## src/sv/mtf_pkg.sv

```systemverilog
package mtf_pkg;

    // Filter dimensions
    localparam int CHANNELS  = 2;
    localparam int ORDER     = 6;
    localparam int NUM_COEFS = 7;
    localparam int ROW_W     = (CHANNELS > 1) ? $clog2(CHANNELS) : 1;

    // Pipeline depth of the top level
    localparam int NSTG = 6;

    // Datapath widths
    localparam int SMP_W  = 16;
    localparam int PROD_W = 32;
    localparam int ACC_W  = 40;
    localparam int CFG_IDX_W = 3;

    // Register map
    localparam logic [CFG_IDX_W-1:0] REG_GAIN = 3'd7;

    // Reset values
    localparam logic signed [SMP_W-1:0] COEF0_RESET = 16'sd16384;
    localparam logic signed [SMP_W-1:0] GAIN_RESET  = 16'sd4096;

    typedef logic signed [SMP_W-1:0]  sample_t;
    typedef logic signed [PROD_W-1:0] prod_t;
    typedef logic signed [ACC_W-1:0]  acc_t;
    typedef logic [ROW_W-1:0]         row_t;

    // Rounded and clipped value with its clip flag
    typedef struct packed {
        logic    clip;
        sample_t val;
    } sat_t;

    // Control from the top level to every tap cell
    typedef struct packed {
        logic ld_prod;
        logic commit;
        row_t row;
    } tap_ctrl_t;

    // Channel tag to delay row; tags past the last channel use the last row
    function automatic row_t row_of(input logic ch);
        row_t r;
        if (int'(ch) >= CHANNELS)
            r = ROW_W'(CHANNELS - 1);
        else
            r = ROW_W'(ch);
        return r;
    endfunction

    // Q5.27 -> Q1.15, round half up, saturate
    function automatic sat_t round_sat_gain(input prod_t p);
        logic signed [PROD_W:0]    s;
        logic signed [PROD_W-12:0] r;
        sat_t res;
        s = $signed({p[PROD_W-1], p}) + 33'sd2048;
        r = s[PROD_W:12];
        if (r > 21'sd32767) begin
            res.clip = 1'b1;
            res.val  = 16'sd32767;
        end else if (r < -21'sd32768) begin
            res.clip = 1'b1;
            res.val  = -16'sd32768;
        end else begin
            res.clip = 1'b0;
            res.val  = r[SMP_W-1:0];
        end
        return res;
    endfunction

    // Q11.29 -> Q1.15, round half up, saturate
    function automatic sat_t round_sat_acc(input acc_t a);
        logic signed [ACC_W:0]    s;
        logic signed [ACC_W-14:0] r;
        sat_t res;
        s = $signed({a[ACC_W-1], a}) + 41'sd8192;
        r = s[ACC_W:14];
        if (r > 27'sd32767) begin
            res.clip = 1'b1;
            res.val  = 16'sd32767;
        end else if (r < -27'sd32768) begin
            res.clip = 1'b1;
            res.val  = -16'sd32768;
        end else begin
            res.clip = 1'b0;
            res.val  = r[SMP_W-1:0];
        end
        return res;
    endfunction

endpackage

```

## src/sv/mtf_tap_cell.sv

```systemverilog
module mtf_tap_cell import mtf_pkg::*;
(
    input  logic      clk,
    input  logic      rst_n,
    input  tap_ctrl_t ctrl,
    input  sample_t   x,
    input  sample_t   coef,
    input  acc_t      z_in,
    output acc_t      z_out
);

    prod_t prod_reg;
    prod_t prod_next;
    acc_t  z_reg [CHANNELS];
    acc_t  z_next;

    // Tap product, one per item
    assign prod_next = PROD_W'(x * coef);

    always_ff @(posedge clk)
    begin
        if (ctrl.ld_prod)
        begin
            prod_reg <= prod_next;
        end
    end

    // Partial sum from the neighbor plus this tap
    assign z_next = ACC_W'(prod_reg) + z_in;
    assign z_out  = z_reg[ctrl.row];

    always_ff @(posedge clk or negedge rst_n)
    begin
        if (!rst_n)
        begin
            for (int c = 0; c < CHANNELS; c++)
            begin
                z_reg[c] <= '0;
            end
        end
        else if (ctrl.commit)
        begin
            z_reg[ctrl.row] <= z_next;
        end
    end

endmodule

```

## config.mk

```make
export PLATFORM = sky130hd
export DESIGN_NAME = mtf_tap_cell
export DESIGN_NICKNAME = d
export VERILOG_FILES = /design/src/sv/mtf_pkg.sv /design/src/sv/mtf_tap_cell.sv
export SDC_FILE = /design/constraint.sdc
export NUM_CORES = 1
export LEC_CHECK = 0
export ABC_AREA = 1
export BUFFER_PORTS_ARGS = -buffer_cell sky130_fd_sc_hd__buf_2
export CAP_MARGIN = 10
export CORE_MARGIN = 5
export CORE_UTILIZATION = 47
export DETAILED_ROUTE_END_ITERATION = 8
export HOLD_SLACK_MARGIN = 0.06
export PLACE_DENSITY = 0.62
export SKIP_CTS_REPAIR_TIMING = 1
export SYNTH_ARGS = -nofsm -noshare
export SYNTH_HDL_FRONTEND = slang
export SYNTH_SLANG_ARGS = --single-unit
```

## constraint.sdc

```tcl
create_clock -name clk -period 2.2 [get_ports clk]
set_input_delay 0.11 -clock clk [delete_from_list [all_inputs] [get_ports clk]]
set_output_delay 0.11 -clock clk [all_outputs]
set_load 0.05 [all_outputs]
```

==> flow_metrics.env <==
export IMPL_wl_microns=52300
export IMPL_wl_per_cell_microns=15.7
export IMPL_gp_congestion=0.929
export IMPL_seqCellArea_sq_mm=0.00296
export IMPL_die_w_microns=206
export IMPL_worst_slack_ps=-2590
export IMPL_diodes=0
export IMPL_syn2layout_area_growth_pct=32.4
export IMPL_reg2reg_to="z_reg[37]"
export IMPL_cp_arrival_ps=4910
export IMPL_max_stage_delay_ps=530
export IMPL_synthAdderAreaFrac=0.374
export IMPL_detail_route_antenna_nets=0
export IMPL_rrSetupSlack_ps=50
export IMPL_core_rowCount=72
export IMPL_placed_area_sq_mm=0.0214
export IMPL_max_freq_mhz=209
export IMPL_dp_cells=3269
export IMPL_path_cells="buf_8 > clkinvlp_4 > buf_4 > or2_4 > fa_1 > fa_1 > inv_1 > fa_1 > fa_2 > fa_1 > inv_1 > fa_1 > inv_2 > ha_4 > a21oi_4 > a21boi_4 > o21bai_2 > a21oi_1 > nand2_1 > xor2_1"
export IMPL_top_layer_used="met4"
export IMPL_pin_count=117
export IMPL_crit_required_ps=2320
export IMPL_crit_top_cell="fa_1"
export IMPL_cp_buffers_inverters=6
export IMPL_synth_cells=2485
export IMPL_ys_warn_count=0
export IMPL_initial_core_util=0.472
export IMPL_globalRouteTotalUtil=0.243
export IMPL_clk_latency_ps=360
export IMPL_timing_hold_ws_ps=186
export IMPL_fin_crit_ps=4790
export IMPL_largest_register_ffs=80
export IMPL_syn_area_per_cell_sq_um=7.29
export IMPL_grt_pass1_vias=16200
export IMPL_drc_errors=0
export IMPL_drive_gt1_frac=0.306
export IMPL_maxCapViolations=0
export IMPL_core_area_sq_mm=0.0384
export IMPL_crit_path_start="coef[15]"
export IMPL_grt_max_degree=54
export IMPL_finalNonFillerCells=3328
export IMPL_synthesis_area_sq_mm=0.0181
export IMPL_dieArea_sq_mm=0.0426
export IMPL_status="finished with violations"
export IMPL_wl_met2_microns=26500
export IMPL_ys_seq_elements=112
export IMPL_min_path_type="in2reg"
export IMPL_first_iter_violations=713
export IMPL_finClkSkew_ps=10.5
export IMPL_path_max_fanout=4
export IMPL_cts_max_path_buffers=2
export IMPL_end_kind="flop"
export IMPL_final_cell_mix="736 x nand2_1, 511 x inv_1, 235 x fa_1, 216 x buf_4, 85 x buf_2"
export IMPL_cp_top_family="adder cells"
export IMPL_vias=16100
export IMPL_dp_hpwl_microns=44100
export IMPL_h_tree_depth=3
export IMPL_crit_type="in2reg"
export IMPL_syn_nets=2946
export IMPL_dr_pass1_iters=5
export IMPL_n_fill_cell=3490
export IMPL_rsz0062_at_grt="true"
export IMPL_finalHoldViolCount=0
export IMPL_cts_tree="done"
export IMPL_worstReg2RegStart="prod_reg[31]"
export IMPL_clk_pin_slew_worst_paths_ps=80
export IMPL_antenna_found_initial=0
export IMPL_synth_compound_area_frac=0.0462
export IMPL_tightest_slew_ps=913
export IMPL_die_y_microns=206
export IMPL_vias_per_cell=4.83
export IMPL_worstRegToRegCells=13
export IMPL_yosys_area_share_xor_xnor=0.0222
export IMPL_io_buffers=116
export IMPL_grt_first_pass_wirelength_microns=81900
export IMPL_synth_area_mux_share=0
export IMPL_root_buffer="clkbuf_16"
export IMPL_setup_violations_final=27
export IMPL_final_common_cell="nand2_1"
export IMPL_grt_overflow_total=0
export IMPL_relSlewSlack=0.387
export IMPL_violations="setup timing"
export IMPL_routed_wl_met3_microns=1620
export IMPL_cp_depth=20
export IMPL_cts_buffers=9
export IMPL_wl_met1_microns=21600
export IMPL_synth_top_family_by_area="adder cells"
export IMPL_cts_sinks=112
export IMPL_slew_viol_final=0
export IMPL_final_period_utilization=2.18
export IMPL_startpoint_type="primary input"
export IMPL_endpoint="prod_reg[28]"
export IMPL_synth_simple_gate_area_frac=0.254
export IMPL_crit_slowest_cell="fa_1"
export IMPL_multi_input_area_sq_mm=0.0146
export IMPL_synth_cell_types=37
export IMPL_final_cell_area_sq_mm=0.0240
export IMPL_yosysSeqAreaShare=0.164
export IMPL_nets=3266
-- tightest hold or removal path, delay by kind of cell --
kind | cells | cell delay [ps]
AOI/OAI and AO/OA | 1 | 140
buffers and inverters | 2 | 120
adders and majority gates | 1 | 130
-- worst min path at each step --
stage,start,to,slack (ps),depth (start not counted)
6_report,z_in[0],z_reg[40],190,4
4_1_cts,rst_n,z_reg[3],-290,1
3_5_place_dp,rst_n,z_reg[3],100,1
5_1_grt,z_in[0],z_reg[40],220,4
2_1_floorplan,rst_n,z_reg[0],-190,0
3_3_place_gp,rst_n,z_reg[43],90,1
-- area by class of cell --
class                   count  share of cell area
clock buffers              10             0.00996
clock inverters             6             0.00209
inverters                 588              0.0924
multi-input cells        1704               0.610
flip-flops and latches    112               0.123
well taps                 518              0.0270
repair buffers            389               0.135
repair inverters            1            0.000313
-- per-layer routing --
metal  track usage  vias up
li1              -     7943
met1         0.301     7707
met2         0.440      314
met3        0.0166      111
met4         0.103        0
met5             0        -
-- metrics by stage --
stage	setup slack [ps]	TNS, ps	utilization
after floorplan	-2760	-61620	-
after global placement	-3120	-74780	0.557
after detailed placement	-3190	-75890	0.557
after CTS	-2810	-65390	0.565
after global routing	-2720	-64070	0.625
final	-2590	-60380	0.625
-- cell usage after synthesis --
library cell    n  area (sq um)
a21boi_0        2          15.0
a21o_1          6          45.0
a21oi_1        55           275
a21oi_2         6          52.6
a31oi_1         2          12.5
buf_2           2          10.0
buf_4           1          7.51
buf_6           1          11.3
clkbuf_1       77           289
clkinv_1        2          7.51
dfrtp_1        80          2000
edfxtp_1       32           961
fa_1          263          5270
ha_1          121          1510
inv_1         582          2180
inv_2           4          15.0
nand2_1       826          3100
nand2_2        18           113
nand3_1       104           521
nand3_2         6          60.1
nand3b_1        8          60.1
nand4_1        18           113
nor2_1        106           398
nor2_2         11          68.8
nor2_4          4          45.0
nor3_1          9          45.0
nor3_2          1          10.0
o211ai_1        2          15.0
o21a_1          2          15.0
o21ai_0        60           300
o21ai_1         7          35.0
o21bai_1        8          60.1
o21bai_2        1          11.3
or2_1           6          37.5
or2_2           6          37.5
xnor2_1        18           158
xor2_1         28           245
-- kinds of logic after synthesis --
| family | Yosys count |
|---|---|
| buffers and inverters | 669 |
| adder cells (fa/ha/maj) | 384 |
| flip-flops | 112 |
| XOR/XNOR | 46 |
| AND/OR/NAND/NOR | 1123 |
| AO/OA/AOI/OAI | 151 |
Power is left out: the tool's default activity adds up to more than one toggle a clock period on the data nets, which glitch-free logic cannot reach.
